`src/rtl/prls_pkg.sv`:
```
// Package for the position range limit select block.
// Holds the shared types, sizes and codes; no dependencies.
package prls_pkg;

    // Fixed sizes of the interface fields.
    localparam int NUM_RANGES = 4;
    localparam int POS_WIDTH  = 32;
    localparam int IDX_W      = 2;
    localparam int MASK_W     = 4;

    // Command action codes.
    localparam logic ACT_SAMPLE = 1'b0;
    localparam logic ACT_WRITE  = 1'b1;

    // Configuration register indexes.
    typedef enum logic [0:0] {
        CFG_DEFAULT_LOW  = 1'b0,
        CFG_DEFAULT_HIGH = 1'b1
    } t_cfg_reg;

    typedef logic signed [POS_WIDTH-1:0] t_pos;

    // One input command.
    typedef struct packed {
        logic             action;
        t_pos             feedback;
        logic [IDX_W-1:0] entry_index;
        t_pos             range_low;
        t_pos             range_high;
        t_pos             limit_low;
        t_pos             limit_high;
        logic             entry_enable;
        logic             entry_sticky;
    } t_cmd;

    // One result.
    typedef struct packed {
        t_pos              limit_min;
        t_pos              limit_max;
        logic [IDX_W-1:0]  selected_range;
        logic              def_limit_fault;
        logic              no_match_fault;
        logic [MASK_W-1:0] range_error_mask;
        logic [MASK_W-1:0] limit_error_mask;
    } t_result;

    // One range table entry as stored in memory.
    typedef struct packed {
        t_pos range_low;
        t_pos range_high;
        t_pos limit_low;
        t_pos limit_high;
    } t_entry;

    // Table write request.
    typedef struct packed {
        logic             en;
        logic [IDX_W-1:0] index;
        t_entry           entry;
        logic             enable;
        logic             sticky;
    } t_tbl_wr;

    // Sample sequencer states.
    typedef enum logic [1:0] {
        ST_IDLE,
        ST_STICKY,
        ST_SEARCH,
        ST_REPORT
    } t_state;

endpackage

```
`src/rtl/prls_ram.sv`:
```
// Generic single-write, single-read RAM with a registered read port.
// No dependencies.
module prls_ram #(
    parameter int WIDTH = 8,
    parameter int DEPTH = 4
) (
    input  logic                                   i_clk,
    input  logic                                   i_we,
    input  logic [(DEPTH > 1 ? $clog2(DEPTH) : 1)-1:0] i_waddr,
    input  logic [WIDTH-1:0]                       i_wdata,
    input  logic                                   i_re,
    input  logic [(DEPTH > 1 ? $clog2(DEPTH) : 1)-1:0] i_raddr,
    output logic [WIDTH-1:0]                       o_rdata
);

    logic [WIDTH-1:0] r_mem [DEPTH];
    logic [WIDTH-1:0] r_rdata;

    // Write port and registered read port.
    always_ff @(posedge i_clk) begin
        if (i_we) begin
            r_mem[i_waddr] <= i_wdata;
        end
        if (i_re) begin
            r_rdata <= r_mem[i_raddr];
        end
    end

    assign o_rdata = r_rdata;

endmodule

```
`src/rtl/prls_table.sv`:
```
// Range table: entry memory with per-entry valid bits, plus enable and sticky bits.
// Depends on prls_pkg and prls_ram.
module prls_table
    import prls_pkg::*;
#(
    parameter int NUM_RANGES = prls_pkg::NUM_RANGES
) (
    input  logic                    i_clk,
    input  logic                    i_rst_n,
    input  t_tbl_wr                 i_wr,
    input  logic                    i_rd_en,
    input  logic [(NUM_RANGES > 1 ? $clog2(NUM_RANGES) : 1)-1:0] i_rd_addr,
    output t_entry                  o_rd_entry,
    output logic [NUM_RANGES-1:0]   o_enable,
    output logic [NUM_RANGES-1:0]   o_sticky
);

    localparam int ADDR_W = (NUM_RANGES > 1) ? $clog2(NUM_RANGES) : 1;

    logic                  wr_ok;
    logic [ADDR_W-1:0]     wr_addr;
    logic [$bits(t_entry)-1:0] ram_q;
    logic [NUM_RANGES-1:0] r_valid;
    logic [NUM_RANGES-1:0] r_enable;
    logic [NUM_RANGES-1:0] r_sticky;
    logic                  r_rd_valid;

    // Writes to an index past the table are dropped.
    assign wr_ok   = i_wr.en && (int'(i_wr.index) < NUM_RANGES);
    assign wr_addr = i_wr.index[ADDR_W-1:0];

    prls_ram #(
        .WIDTH ($bits(t_entry)),
        .DEPTH (NUM_RANGES)
    ) u_ram (
        .i_clk   (i_clk),
        .i_we    (wr_ok),
        .i_waddr (wr_addr),
        .i_wdata (i_wr.entry),
        .i_re    (i_rd_en),
        .i_raddr (i_rd_addr),
        .o_rdata (ram_q)
    );

    // Valid, enable and sticky bits; an entry never written reads as zero.
    always_ff @(posedge i_clk) begin
        if (!i_rst_n) begin
            r_valid    <= '0;
            r_enable   <= '1;
            r_sticky   <= '1;
            r_rd_valid <= 1'b0;
        end else begin
            if (wr_ok) begin
                r_valid[wr_addr]  <= 1'b1;
                r_enable[wr_addr] <= i_wr.enable;
                r_sticky[wr_addr] <= i_wr.sticky;
            end
            if (i_rd_en) begin
                r_rd_valid <= r_valid[i_rd_addr];
            end
        end
    end

    assign o_rd_entry = r_rd_valid ? t_entry'(ram_q) : '0;
    assign o_enable   = r_enable;
    assign o_sticky   = r_sticky;

endmodule

```
`src/rtl/prls_ctrl.sv`:
```
// Sample sequencer: sticky check, table walk and the held limits and error flags.
// Depends on prls_pkg; reads the table through prls_table.
module prls_ctrl
    import prls_pkg::*;
#(
    parameter int NUM_RANGES = prls_pkg::NUM_RANGES
) (
    input  logic                  i_clk,
    input  logic                  i_rst_n,
    input  logic                  i_sample,
    input  t_pos                  i_feedback,
    input  t_pos                  i_def_low,
    input  t_pos                  i_def_high,
    input  t_entry                i_rd_entry,
    input  logic [NUM_RANGES-1:0] i_enable,
    input  logic [NUM_RANGES-1:0] i_sticky,
    output logic                  o_rd_en,
    output logic [(NUM_RANGES > 1 ? $clog2(NUM_RANGES) : 1)-1:0] o_rd_addr,
    output logic                  o_busy,
    output logic                  o_done,
    output t_result               o_result
);

    localparam int ADDR_W = (NUM_RANGES > 1) ? $clog2(NUM_RANGES) : 1;
    localparam logic [ADDR_W-1:0] LAST_IDX = ADDR_W'(NUM_RANGES - 1);

    t_state                r_state, n_state;
    t_pos                  r_fb, n_fb;
    logic [ADDR_W-1:0]     r_idx, n_idx;
    logic [IDX_W-1:0]      r_cur, n_cur;
    t_pos                  r_out_low, n_out_low;
    t_pos                  r_out_high, n_out_high;
    logic                  r_err_def, n_err_def;
    logic                  r_err_nr, n_err_nr;
    logic [NUM_RANGES-1:0] r_rerr, n_rerr;
    logic [NUM_RANGES-1:0] r_lerr, n_lerr;

    logic def_inv;
    logic fb_in;
    logic rng_inv;
    logic lim_inv;
    logic sticky_hit;
    logic found;
    logic last;

    // Comparisons on the entry that the memory returned this cycle.
    assign def_inv    = i_def_high < i_def_low;
    assign fb_in      = (r_fb >= i_rd_entry.range_low) && (r_fb <= i_rd_entry.range_high);
    assign rng_inv    = i_rd_entry.range_high < i_rd_entry.range_low;
    assign lim_inv    = i_rd_entry.limit_high < i_rd_entry.limit_low;
    assign sticky_hit = i_sticky[r_cur[ADDR_W-1:0]] && i_enable[r_cur[ADDR_W-1:0]] && fb_in;
    assign found      = i_enable[r_idx] && !rng_inv && !lim_inv && fb_in;
    assign last       = (r_idx == LAST_IDX);

    // Next state.
    always_comb begin
        n_state = r_state;
        case (r_state)
            ST_IDLE: begin
                if (i_sample) begin
                    n_state = ST_STICKY;
                end
            end
            ST_STICKY: begin
                n_state = (def_inv || sticky_hit) ? ST_REPORT : ST_SEARCH;
            end
            ST_SEARCH: begin
                if (found || last) begin
                    n_state = ST_REPORT;
                end
            end
            ST_REPORT: begin
                n_state = ST_IDLE;
            end
            default: begin
                n_state = ST_IDLE;
            end
        endcase
    end

    // Next values of the held limits, index and error flags.
    always_comb begin
        n_fb       = r_fb;
        n_idx      = r_idx;
        n_cur      = r_cur;
        n_out_low  = r_out_low;
        n_out_high = r_out_high;
        n_err_def  = r_err_def;
        n_err_nr   = r_err_nr;
        n_rerr     = r_rerr;
        n_lerr     = r_lerr;
        case (r_state)
            ST_IDLE: begin
                if (i_sample) begin
                    n_fb = i_feedback;
                end
            end
            ST_STICKY: begin
                n_err_def = def_inv;
                n_idx     = '0;
                if (!def_inv && sticky_hit) begin
                    n_out_low  = i_rd_entry.limit_low;
                    n_out_high = i_rd_entry.limit_high;
                end
            end
            ST_SEARCH: begin
                n_idx = r_idx + ADDR_W'(1);
                if (i_enable[r_idx]) begin
                    n_rerr[r_idx] = rng_inv;
                    if (!rng_inv) begin
                        n_lerr[r_idx] = lim_inv;
                    end
                end
                if (found) begin
                    n_out_low  = i_rd_entry.limit_low;
                    n_out_high = i_rd_entry.limit_high;
                    n_err_nr   = 1'b0;
                    n_cur      = IDX_W'(r_idx);
                end else if (last) begin
                    n_err_nr = 1'b1;
                end
            end
            default: begin
            end
        endcase
    end

    // Table reads and handshake outputs.
    always_comb begin
        o_rd_en   = 1'b0;
        o_rd_addr = r_cur[ADDR_W-1:0];
        case (r_state)
            ST_IDLE: begin
                o_rd_en   = i_sample;
                o_rd_addr = r_cur[ADDR_W-1:0];
            end
            ST_STICKY: begin
                o_rd_en   = !(def_inv || sticky_hit);
                o_rd_addr = '0;
            end
            ST_SEARCH: begin
                o_rd_en   = !(found || last);
                o_rd_addr = r_idx + ADDR_W'(1);
            end
            default: begin
            end
        endcase
    end

    assign o_busy = (r_state != ST_IDLE);
    assign o_done = (r_state == ST_REPORT);

    // Result is taken straight from the held state.
    always_comb begin
        o_result.limit_min        = r_out_low;
        o_result.limit_max        = r_out_high;
        o_result.selected_range   = r_cur;
        o_result.def_limit_fault  = r_err_def;
        o_result.no_match_fault   = r_err_nr;
        o_result.range_error_mask = MASK_W'(r_rerr);
        o_result.limit_error_mask = MASK_W'(r_lerr);
    end

    // State registers.
    always_ff @(posedge i_clk) begin
        if (!i_rst_n) begin
            r_state    <= ST_IDLE;
            r_cur      <= '0;
            r_out_low  <= '0;
            r_out_high <= '0;
            r_err_def  <= 1'b0;
            r_err_nr   <= 1'b0;
            r_rerr     <= '0;
            r_lerr     <= '0;
        end else begin
            r_state    <= n_state;
            r_cur      <= n_cur;
            r_out_low  <= n_out_low;
            r_out_high <= n_out_high;
            r_err_def  <= n_err_def;
            r_err_nr   <= n_err_nr;
            r_rerr     <= n_rerr;
            r_lerr     <= n_lerr;
        end
    end

    // Working registers.
    always_ff @(posedge i_clk) begin
        r_fb  <= n_fb;
        r_idx <= n_idx;
    end

endmodule

```
`src/rtl/position_range_limit_select.sv`:
```
// Top level of the position range limit select block.
// Depends on prls_pkg, prls_table and prls_ctrl.
//
// Usage:
// A command is transferred when start is high and busy is low. A write command
// (action = write) loads one range table entry in that cycle and leaves busy low,
// so the next command can follow at once; it gives no result.
// A sample command raises busy, checks the default limits and the current sticky
// entry, and otherwise walks the table one entry per cycle through the single
// read port of the entry memory. Its result is shown on o_result for exactly one
// cycle with o_done high; the receiver cannot hold it off.
// A sample ends after the sticky check when the defaults are inverted or the
// sticky entry still holds the feedback, else when the walk finds a match or
// reaches the last entry. The result strobe comes in the last busy cycle; busy
// falls after it. The configuration channel is always ready; it is to be written
// by the user only while idle, since the block itself does not enforce that.
// Reset clears the defaults, limits, index and flags, marks every entry empty
// (reads as zero) and sets all enable and sticky bits; no clearing pass runs.
// NUM_RANGES may range from 1 to 4.
module position_range_limit_select
    import prls_pkg::*;
#(
    parameter int NUM_RANGES = prls_pkg::NUM_RANGES
) (
    input  logic     i_clk,
    input  logic     i_rst_n,
    input  logic     start,
    output logic     busy,
    input  t_cmd     i_cmd,
    output logic     o_done,
    output t_result  o_result,
    input  logic     i_cfg_valid,
    output logic     o_cfg_ready,
    input  logic [0:0] i_cfg_index,
    input  t_pos     i_cfg_data
);

    localparam int ADDR_W = (NUM_RANGES > 1) ? $clog2(NUM_RANGES) : 1;

    t_pos                  r_def_low;
    t_pos                  r_def_high;
    logic                  cmd_xfer;
    logic                  sample_xfer;
    t_tbl_wr               tbl_wr;
    logic                  rd_en;
    logic [ADDR_W-1:0]     rd_addr;
    t_entry                rd_entry;
    logic [NUM_RANGES-1:0] ent_enable;
    logic [NUM_RANGES-1:0] ent_sticky;

    // Command transfers.
    assign cmd_xfer    = start && !busy;
    assign sample_xfer = cmd_xfer && (i_cmd.action == ACT_SAMPLE);

    // Table write request from a write command.
    always_comb begin
        tbl_wr.en               = cmd_xfer && (i_cmd.action == ACT_WRITE);
        tbl_wr.index            = i_cmd.entry_index;
        tbl_wr.entry.range_low  = i_cmd.range_low;
        tbl_wr.entry.range_high = i_cmd.range_high;
        tbl_wr.entry.limit_low  = i_cmd.limit_low;
        tbl_wr.entry.limit_high = i_cmd.limit_high;
        tbl_wr.enable           = i_cmd.entry_enable;
        tbl_wr.sticky           = i_cmd.entry_sticky;
    end

    // Default limit registers.
    assign o_cfg_ready = 1'b1;

    always_ff @(posedge i_clk) begin
        if (!i_rst_n) begin
            r_def_low  <= '0;
            r_def_high <= '0;
        end else if (i_cfg_valid && o_cfg_ready) begin
            case (i_cfg_index)
                CFG_DEFAULT_LOW:  r_def_low  <= i_cfg_data;
                CFG_DEFAULT_HIGH: r_def_high <= i_cfg_data;
                default: begin
                end
            endcase
        end
    end

    prls_table #(
        .NUM_RANGES (NUM_RANGES)
    ) u_table (
        .i_clk      (i_clk),
        .i_rst_n    (i_rst_n),
        .i_wr       (tbl_wr),
        .i_rd_en    (rd_en),
        .i_rd_addr  (rd_addr),
        .o_rd_entry (rd_entry),
        .o_enable   (ent_enable),
        .o_sticky   (ent_sticky)
    );

    prls_ctrl #(
        .NUM_RANGES (NUM_RANGES)
    ) u_ctrl (
        .i_clk      (i_clk),
        .i_rst_n    (i_rst_n),
        .i_sample   (sample_xfer),
        .i_feedback (i_cmd.feedback),
        .i_def_low  (r_def_low),
        .i_def_high (r_def_high),
        .i_rd_entry (rd_entry),
        .i_enable   (ent_enable),
        .i_sticky   (ent_sticky),
        .o_rd_en    (rd_en),
        .o_rd_addr  (rd_addr),
        .o_busy     (busy),
        .o_done     (o_done),
        .o_result   (o_result)
    );

    // A sample transfer always starts a sequence.
    a_sample_busy: assert property (@(posedge i_clk) disable iff (!i_rst_n)
        sample_xfer |=> busy)
        else $error("sample transfer did not raise busy");

    // A write transfer never occupies the sequencer.
    a_write_idle: assert property (@(posedge i_clk) disable iff (!i_rst_n)
        tbl_wr.en |=> !busy && !o_done)
        else $error("write transfer started a sequence");

    // The result strobe ends the sequence.
    a_done_release: assert property (@(posedge i_clk) disable iff (!i_rst_n)
        o_done |=> !busy && !o_done)
        else $error("busy held after result strobe");

    // The selected range always names an existing entry.
    a_sel_valid: assert property (@(posedge i_clk) disable iff (!i_rst_n)
        o_done |-> (int'(o_result.selected_range) < NUM_RANGES))
        else $error("selected range out of table");

endmodule
```
`config.mk`:
```
export PLATFORM = sky130hd
export DESIGN_NAME = position_range_limit_select
export DESIGN_NICKNAME = d
export VERILOG_FILES = /design/src/rtl/prls_pkg.sv /design/src/rtl/prls_ram.sv /design/src/rtl/prls_table.sv /design/src/rtl/prls_ctrl.sv /design/src/rtl/position_range_limit_select.sv
export SDC_FILE = /design/constraint.sdc
export NUM_CORES = 1
export LEC_CHECK = 0
export ABC_AREA = 1
export BUFFER_PORTS_ARGS = -buffer_cell sky130_fd_sc_hd__buf_4
export CAP_MARGIN = 20
export CELL_PAD_IN_SITES_DETAIL_PLACEMENT = 1
export CELL_PAD_IN_SITES_GLOBAL_PLACEMENT = 1
export CORE_MARGIN = 8
export CORE_UTILIZATION = 38
export CTS_CLUSTER_DIAMETER = 150
export CTS_CLUSTER_SIZE = 25
export DETAILED_ROUTE_END_ITERATION = 7
export PLACE_DENSITY = 0.72
export REMOVE_ABC_BUFFERS = 1
export SYNTH_ARGS = -nofsm -noshare
export SYNTH_HDL_FRONTEND = slang
export SYNTH_SLANG_ARGS = --single-unit
```
`constraint.sdc`:
```
create_clock -name i_clk -period 22.8 [get_ports i_clk]
set_input_delay 1.14 -clock i_clk [delete_from_list [all_inputs] [get_ports i_clk]]
set_output_delay 1.14 -clock i_clk [all_outputs]
set_load 0.1 [all_outputs]
```
Yosys cells after proc, flatten, opt, wreduce, memory -nomap -nowiden
Memory sizes are Yosys's and may differ from the RTL's. A register that Yosys moved wholly into a read port is not among the register bits.
Index checks and enable logic that the tools add are counted.

storage, ports and cells
  bits in writable memories = 512
  output and inout bits = 79
  bits in read-only memories = 0
  register bits = 189
  latch bits = 0
  memories kept = 1

cells by class
  multiply operators = 0
  shift-type cells = 0
  div/mod/pow operators = 0
  mux-type cells = 34
  equal/unequal tests = 8
  bitwise operators = 4
  add/subtract/negate cells = 1
  reduce and logical (&&, ||, !) cells = 33
  order comparisons = 11

memory list
  name                 depth  width  rd ports  clocked after Yosys merged registers in  wr ports  line            source
  u_table.u_ram.r_mem  4      128    1         1                                        1         prls_ram.sv:16  logic [WIDTH-1:0] r_mem [DEPTH];

operators with widths
  operator                                                                             number
  128-bit two-way mux                                                                  1
  32-bit two-way mux                                                                   4
  32-bit one-hot mux with 2 select lines                                               2
  32-bit less-than comparator                                                          3
  32-bit greater-or-equal comparator                                                   1
  32-bit less-or-equal comparator                                                      1
  4-bit bitwise mux                                                                    4
  2-bit AND reduction                                                                  7
  1-bit logical AND                                                                    12
  2-bit by 3-bit less-than comparator with 1-bit output, second input constant         4
  1-bit two-way mux                                                                    11
  1-bit binary-select mux with 2-bit select                                            4
  2-bit by 1-bit != test with 1-bit output, second input constant                      4
  2-bit one-hot mux with 2 select lines                                                2
  2-bit one-hot mux with 4 select lines                                                1
  2-bit equality test, second input constant                                           3
  1-bit logical NOT                                                                    6
  3-bit AND reduction                                                                  2
  2-bit nonzero test                                                                   3
  1-bit demux with 2-bit select                                                        2
  2-bit by 1-bit greater-or-equal comparator with 1-bit output, second input constant  2
  2-bit two-way mux                                                                    2
  4-bit bitwise OR                                                                     1
  1-bit inverter                                                                       3
  other kinds (5)                                                                      6

Logic depth before layout (Yosys ltp)
Gate-level depths: netlist of run 1.

  depth in word-level cells = 9
  depth in mapped cells = 28

By module
From an unflattened synthesis of run 1, not the netlist that was laid out.

second synthesis, totals
  cell total of the unflattened synthesis = 4,029
  area, all modules = 38,593.3 um2

by module, submodules not included
  module                       cells an instance  instances  area an instance (um2)  seq. area each (um2)
  prls_ram                     2,142              1          25,502.0                19,218.4
  prls_ctrl                    1,194              1          8,929.8                 2,582.5
  position_range_limit_select  356                1          2,563.7                 1,281.2
  prls_table                   337                1          1,597.8                 260.2

Worst setup path before layout of run 1
No wires, ideal clock.

  path kind = input-to-reg
  start point = in start
  end point = reg u_table.r_enable[2], in the netlist u_table.o_enable[2]
  stages = 6
  arrival time = 11.095 ns
  path slack = 11.571 ns
  buffers on the path = 0
  path through = and3_1 inv_1 nor3_1 inv_1 nand2_1 nand3_1

on the way
  cells in the longest elaborated chain, start to end = 2

ends and longest elaborated chain
  what                           line                               source
  start, declared                position_range_limit_select.sv:27  input logic start,
  1-bit logical AND              position_range_limit_select.sv:52  assign cmd_xfer = start && !busy;
  1-bit logical AND              position_range_limit_select.sv:57  tbl_wr.en = cmd_xfer && (i_cmd.action == ACT_WRITE);
  end signal, assigned by index  prls_table.sv:55                   r_enable[wr_addr] <= i_wr.enable;
  end, declared                  prls_table.sv:24                   logic [NUM_RANGES-1:0] r_enable;

Every way passes these cells.
A chain may end at the register's enable or synchronous reset.

Worst setup path in the final report of run 1
  start point = reg u_table.r_rd_valid
  end point = reg u_table.u_ram.r_rdata[84], in the netlist u_table.u_ram.o_rdata[84] (read register of u_table.u_ram.r_mem) (enable)

on the way
  cells in the longest elaborated chain, start to end = 9
  elaborated cells on any way between the ends = 17
  those cells by class = order compare (4); mux (2); reduce/logical (11)

ends and longest elaborated chain
  what                                       line                               source
  start, declared                            prls_table.sv:26                   logic r_rd_valid;
  start signal, assigned                     prls_table.sv:59                   r_rd_valid <= r_valid[i_rd_addr];
  128-bit two-way mux (*)                    prls_table.sv:64                   assign o_rd_entry = r_rd_valid ? t_entry'(ram_q) : '0;
  32-bit less-than comparator                prls_ctrl.sv:49                    assign rng_inv = i_rd_entry.range_high < i_rd_entry.range_low;
  1-bit logical NOT                          prls_ctrl.sv:52                    assign found = i_enable[r_idx] && !rng_inv && !lim_inv && fb_in;
  1-bit logical AND (3 in a row)             prls_ctrl.sv:52
  1-bit logical OR                           prls_ctrl.sv:142                   o_rd_en = !(found || last);
  1-bit logical NOT                          prls_ctrl.sv:142
  1-bit one-hot mux with 3 select lines (*)  prls_ctrl.sv:132                   case (r_state)
  net rd_en                                  position_range_limit_select.sv:45  logic rd_en;
  end, declared                              prls_ram.sv:17                     logic [WIDTH-1:0] r_rdata;

The timed path passes the listed nets; every way through them passes the cells marked *.

==> results.json, run 1 <==
{
  "cts_buffers": 39,
  "hp-class": "flip-flop to flip-flop",
  "max_stage_delay_ns": 0.94,
  "synth_cell_type_count": 38,
  "dr.pass1.iters": 5,
  "hold_viol": 0,
  "yosys.area.top_type": "edfxtp_1",
  "core.rowCount": 110,
  "pre_cts_ws_ns": 16.98,
  "worstMarginPinSlew_ns": 1.058,
  "p_seq_frac": 0.497,
  "dp_cells": 4249,
  "crit_slowest_cell": "dfxtp_4",
  "power_density_nw_per_um2": 104.1,
  "intPower_w": 0.002551,
  "grt_most_used_layer": "met2",
  "cts_setup_buffers": 0,
  "syn_area_per_cell_um2": 11.66,
  "cts_hold_buf": 0,
  "ys_seq_elements": 829,
  "insertion_delay_ns": 0.60,
  "end_kind": "flip-flop",
  "required_ns": 23.02,
  "clockBufferDepth": 3,
  "grt_pass1_wl_um": 140600,
  "fin_crit_ns": 5.725,
  "ant_nets": 0,
  "cp_max_fo": 78,
  "ys_warn_count": 0,
  "ir_drop_mv": 0.08287,
  "htreeDepth": 2,
  "arrival_ns": 5.94,
  "crit_family": "buffers and inverters",
  "fp.dieW_um": 315.6,
  "fin_nets": 3482,
  "startpoint_type": "flip-flop",
  "grt_usage": 0.1814,
  "drc": 0,
  "p_sw_frac": 0.3629,
  "cts_tree": "yes",
  "status": "finished, final reports clean",
  "pwr-share-clk": 0.199,
  "drv_cap": 0,
  "period_share": 0.2511,
  "cts.repair.resized": 0,
  "synthesis.area_um2": 34120,
  "p_comb_frac": 0.304,
  "path_cells": "buf_4 -> nand2_1 -> ha_1 -> nand4_1 -> nor3_1 -> nand2_1 -> nand2_1 -> nand2_1 -> nand3_1 -> nand3_1 -> nand2_1 -> inv_2 -> nand3_2 -> nand2_1 -> nand3_1 -> nand2_1 -> inv_6 -> buf_4",
  "root_buffer": "clkbuf_16",
  "dp_hpwl_um": 57940,
  "tns_ns": 0,
  "grtUsageMet2": 0.3039,
  "wl_um": 92530,
  "die_area_um2": 99630,
  "finalClockSkew_ns": 0.03385,
  "yosysMostFrequentCell": "edfxtp_1",
  "setup_ws_ns": 17.08,
  "crit_top_cell": "nand2_1",
  "drive_gt1_frac": 0.1189,
  "start_util": 0.3814,
  "yosys-top-cells-count": "edfxtp_1, nand2_1, nor2_1, o21ai_0, inv_1",
  "leakage_nw": 14.31,
  "core_um2": 89460,
  "clock.fmax_mhz": 174.7,
  "netlist_instances": 2926,
  "crit_buf_inv": 4,
  "path_clk_slew_ns": 0.10,
  "antenna_found_initial": 18,
  "criticalPathCategory": "flip-flop to flip-flop",
  "slew_violations": 0,
  "gr-usage-met3": 0.02790,
  "viasPerCell": 5.219,
  "synth_ff_type": "edfxtp_1",
  "drt_iter0_markers": 1534,
  "grt_overflow": 0,
  "area_growth_pct": 12.81,
  "fillCellCount": 9579,
  "io_buffers": 279,
  "slew_headroom": 0.2948,
  "grt_use_met1": 0.2419,
  "ios": 281,
  "grt_pass1_vias": 23470,
  "whs_ns": 0.4629,
  "async_reset_ff_frac": 0,
  "synth_top_area_frac": 0.5932,
  "die_h_um": 315.6,
  "synthTopCellsByArea": "edfxtp_1, dfxtp_1, ha_1",
  "ys_seq_area_frac": 0.6842,
  "gp_congestion": 0.7742,
  "p_switching_w": 0.001454,
  "instances_no_fill": 4328,
  "finalSetupViolCount": 0,
  "synth-edff-count": 674,
  "grt_max_degree": 170,
  "wl_per_cell_um": 21.38,
  "num_vias": 22587,
  "rsz0062_at_grt": "no",
  "cts_sinks": 829
}
==> power by group through the flow <==
stage / clock (W) / sequential (W) / combinational, W
after floorplan: 0 / 0.00213 / 0.000714
after global placement: 0 / 0.00203 / 0.00119
after detailed placement: 0 / 0.00203 / 0.00123
after CTS: 0.000820 / 0.00199 / 0.00123
after global routing: 0.000866 / 0.00201 / 0.00137
final: 0.000795 / 0.00199 / 0.00122
==> stage by stage <==
step / power [W] / instance area, µm² / utilization
3_3_place_gp: 0.003214 / 37330 / 0.4173
5_1_grt: 0.004247 / 38480 / 0.4302
4_1_cts: 0.004047 / 38430 / 0.4296
3_5_place_dp: 0.003251 / 37330 / 0.4173
2_1_floorplan: 0.002846 / 33470 / -
6_report: 0.004005 / 38490 / 0.4302
==> placed cells by master, fill, tap and decap left out, types with 22 or more instances in the layout <==
cell | Yosys | final
nand2_1 | 392 | 392
dfxtp_1 | 155 | 154
nand4_1 | 61 | 61
buf_4 | 3 | 298
nand3_1 | 33 | 33
inv_1 | 196 | 193
edfxtp_1 | 674 | 674
nor2_1 | 373 | 373
o22ai_1 | 128 | 128
a21oi_1 | 177 | 177
o21ai_0 | 348 | 347
clkbuf_16 | 0 | 39
clkbuf_1 | 129 | 22
ha_1 | 165 | 164
==> flip-flops by register name, indices dropped and copies added, names as in the netlist <==
| register | flops |
|---|---|
| u_ctrl.r_fb | 32 |
| u_ctrl.r_state | 2 |
| r_def_high | 32 |
| u_table.r_rd_valid | 1 |
| u_table.r_valid | 4 |
| u_ctrl.r_out_low | 32 |
| u_table.o_sticky | 4 |
| u_ctrl.r_idx | 2 |
| r_def_low | 32 |
| u_table.u_ram.r_mem | 512 |
| u_ctrl.r_rerr | 4 |
| u_ctrl.r_cur | 2 |
| u_table.o_enable | 4 |
| u_ctrl.r_lerr | 4 |
| u_ctrl.r_err_def | 1 |
| u_table.u_ram.o_rdata | 128 |
| u_ctrl.r_out_high | 32 |
| u_ctrl.r_err_nr | 1 |
==> worst paths after layout <==
| path | from | end | slack, ns | cells past startpoint |
|---|---|---|---|---|
| setup / recovery | u_table.r_rd_valid | u_table.u_ram.o_rdata[84] | 17.08 | 18 |
| hold / removal | r_def_low[0] | r_def_low[0] | 0.46 | 2 |
| setup reg to reg | u_table.r_rd_valid | u_table.u_ram.o_rdata[84] | 17.08 | 18 |
| hold reg to reg | r_def_low[0] | r_def_low[0] | 0.46 | 2 |
==> routing by layer <==
metal  vias to the layer above  wire, µm
li1                      10736         -
met1                     11310     41470
met2                       426     44240
met3                       109      4250
met4                         6      2530
met5                         -        43
==> tightest hold or removal path, delay by kind of cell (launching register included) <==
family | cells | cell delay, ns
compound gates | 1 | 0.05
buf+inv | 1 | 0.06
flops | 1 | 0.31
==> layout make-up <==
cell class                      count  area [µm²]  area share
Multi-Input combinational cell   1743        9437      0.2452
Antenna cell                       15       37.54   0.0009753
Clock inverter                      2       38.79    0.001008
Inverter                          199       762.0     0.01980
Clock buffer                       61        1059     0.02750
Sequential cell                   829       23350      0.6066
Timing Repair Buffer              303        2337     0.06073
Tap cell                         1176        1471     0.03823
==> cells by family (layout without fill, tap and decap cells) <==
logic type      after synthesis  after routing  share of synthesized area
flops                       829            829                     0.6842
buf+inv                     354            565                    0.04089
fa+ha+maj                   165            165                    0.06051
compound gates              691            691                     0.1091
simple gates                886            886                     0.1052
other cells                   1             16                  0.0001099
Power figures use the tool's default switching activity.
==> run 2: changes to the inputs <==
--- a/config.mk
+++ b/config.mk
@@ -15,7 +15,7 @@
 export CTS_CLUSTER_DIAMETER = 150
 export CTS_CLUSTER_SIZE = 25
 export DETAILED_ROUTE_END_ITERATION = 7
-export PLACE_DENSITY = 0.72
+export PLACE_DENSITY = 0.75
 export REMOVE_ABC_BUFFERS = 1
 export SYNTH_ARGS = -nofsm -noshare
 export SYNTH_HDL_FRONTEND = slang
==> constraint.sdc (replaced) <==
create_clock -name i_clk -period 4.65 [get_ports i_clk]
set_input_delay 0.2325 -clock i_clk [delete_from_list [all_inputs] [get_ports i_clk]]
set_output_delay 0.2325 -clock i_clk [all_outputs]
set_load 0.1 [all_outputs]
==> results.json, run 2 (synthesized netlist as in run 1, its figures left out) <==
{
  "regMostFlops": "u_table.u_ram.r_mem",
  "leakage_nw": 15.26,
  "cts_buffers": 39,
  "clock.fmax_mhz": 248.5,
  "final_cell_mix": "edfxtp_1, nand2_1, nor2_1",
  "arrival_ns": 4.31,
  "setup_ws_ns": 0.6262,
  "ant_nets": 0,
  "fin_nets": 3689,
  "drv_cap": 0,
  "die_h_um": 315.6,
  "cts_setup_buffers": 0,
  "ios": 281,
  "period_share": 0.8653,
  "drc": 0,
  "cts_tree": "yes",
  "antenna_found_initial": 5,
  "clockBufferDepth": 3,
  "gp_congestion": 0.8090,
  "root_buffer": "clkbuf_16",
  "finalClockSkew_ns": 0.03386,
  "wl_per_cell_um": 21.52,
  "hold_viol": 0,
  "dp_hpwl_um": 61550,
  "cp-startpoint": "u_table.r_rd_valid",
  "insertion_delay_ns": 0.60,
  "grt_overflow": 0,
  "startpoint_type": "flip-flop",
  "largest_reg_flops": 512,
  "fp.dieW_um": 315.6,
  "criticalPathCategory": "flip-flop to flip-flop",
  "fin_crit_ns": 4.024,
  "start_util": 0.3814,
  "worstMarginPinSlew_ns": 1.144,
  "rrSetupSlack_ns": 0.63,
  "final_cell_area_um2": 40710,
  "drive_gt1_frac": 0.1160,
  "ir_drop_mv": 0.2811,
  "status": "finished, final reports clean",
  "htreeDepth": 2,
  "dpl_cell_area_um2": 37600,
  "area_growth_pct": 19.32,
  "critPathCapture": "u_table.u_ram.o_rdata[22]",
  "required_ns": 4.94,
  "io_buffers": 279,
  "end_kind": "flip-flop",
  "core_um2": 89460,
  "cts_hold_buf": 194,
  "rr_startpoint": "u_table.r_rd_valid",
  "grt_usage": 0.1911,
  "power_density_nw_per_um2": 493.7,
  "die_area_um2": 99630,
  "finalSetupViolCount": 0,
  "cts.repair.resized": 0,
  "rsz0062_at_grt": "no",
  "slew_violations": 0,
  "r2r_end": "u_table.u_ram.o_rdata[22]",
  "cts_sinks": 829,
  "grt_max_degree": 157,
  "pre_cts_ws_ns": 0.5762,
  "final_util": 0.4550,
  "whs_ns": 0.04534,
  "path_clk_slew_ns": 0.10,
  "holdPathStages": 2,
  "grt_pass1_wl_um": 148000,
  "final_common_cell": "edfxtp_1",
  "hp-class": "input pin to flip-flop",
  "reg2reg_depth": 17,
  "cp_max_fo": 47,
  "fillCellCount": 9532,
  "grt_pass1_vias": 24933,
  "num_vias": 23684,
  "wl_um": 97540,
  "slew_headroom": 0.2371,
  "drt_iter0_markers": 1683,
  "core.rowCount": 110,
  "p_total_w": 0.02010,
  "viasPerCell": 5.225,
  "dr.pass1.iters": 6
}
run 2: worst min-delay path by stage:
stage / startpoint / to / slack, ns
after global placement: i_cmd[161] / u_ctrl.r_fb[29] / 0.41
after detailed placement: i_cmd[161] / u_ctrl.r_fb[29] / 0.42
final: i_cmd[131] / u_table.u_ram.r_mem[1][80] / 0.05
after global routing: i_cmd[131] / u_table.u_ram.r_mem[1][80] / 0.02
after floorplan: i_rst_n / u_table.o_sticky[0] / 0.32
after CTS: i_cmd[131] / u_table.u_ram.r_mem[1][80] / 0.01
run 2: worst max-delay path, cell delays in order (launching register included):
cell and delay (ns):
dfxtp_4 0.73, buf_4 0.32, nand2_1 0.10, ha_1 0.34, nand2_1 0.10, nor3_1 0.25, and3_1 0.23, nand2_1 0.09
nand3_1 0.07, nand3_1 0.10, nand2_1 0.17, inv_2 0.06, nand3_2 0.10, nand2_1 0.08, nand3_1 0.11, nand2_1 0.12
inv_6 0.39, buf_12 0.33
run 2: metal layers:
layer | routed length [µm] | global-route usage | vias to the layer above | share of wire
met4 | 3184 | 0.06282 | 2 | 0.033
met3 | 4137 | 0.02581 | 142 | 0.042
li1 | - | - | 11144 | -
met2 | 48450 | 0.3329 | 511 | 0.50
met1 | 41750 | 0.2453 | 11885 | 0.43
met5 | 14 | 0 | - | 0.00014
run 2: area by class of cell:
| cell class | instances | area [µm²] | share of cell area |
|---|---|---|---|
| antenna | 4 | 10.01 | 0.0002459 |
| clock buffer | 68 | 1106 | 0.02717 |
| clock inverter | 4 | 50.05 | 0.001229 |
| inverter | 199 | 762.0 | 0.01872 |
| multi-input combinational | 1743 | 9437 | 0.2318 |
| sequential | 829 | 23350 | 0.5735 |
| tap | 1176 | 1471 | 0.03614 |
| timing repair buffer | 510 | 4527 | 0.1112 |
run 2: power breakdown:
group | switching [W] | total, W | internal (W)
sequential | 0.000532 | 0.00973 | 0.00920
combinational | 0.00446 | 0.00638 | 0.00192
clock | 0.00232 | 0.00398 | 0.00166
total | 0.00731 | 0.0201 | 0.0128
run 2: stage by stage:
| step | cells | setup TNS (ns) |
|---|---|---|
| 3_5_place_dp | 4263 | 0 |
| 6_report | 4533 | 0 |
| 4_1_cts | 4529 | 0 |
| 3_3_place_gp | 4263 | 0 |
| 2_1_floorplan | 2771 | -5214.09 |
| 5_1_grt | 4532 | 0 |
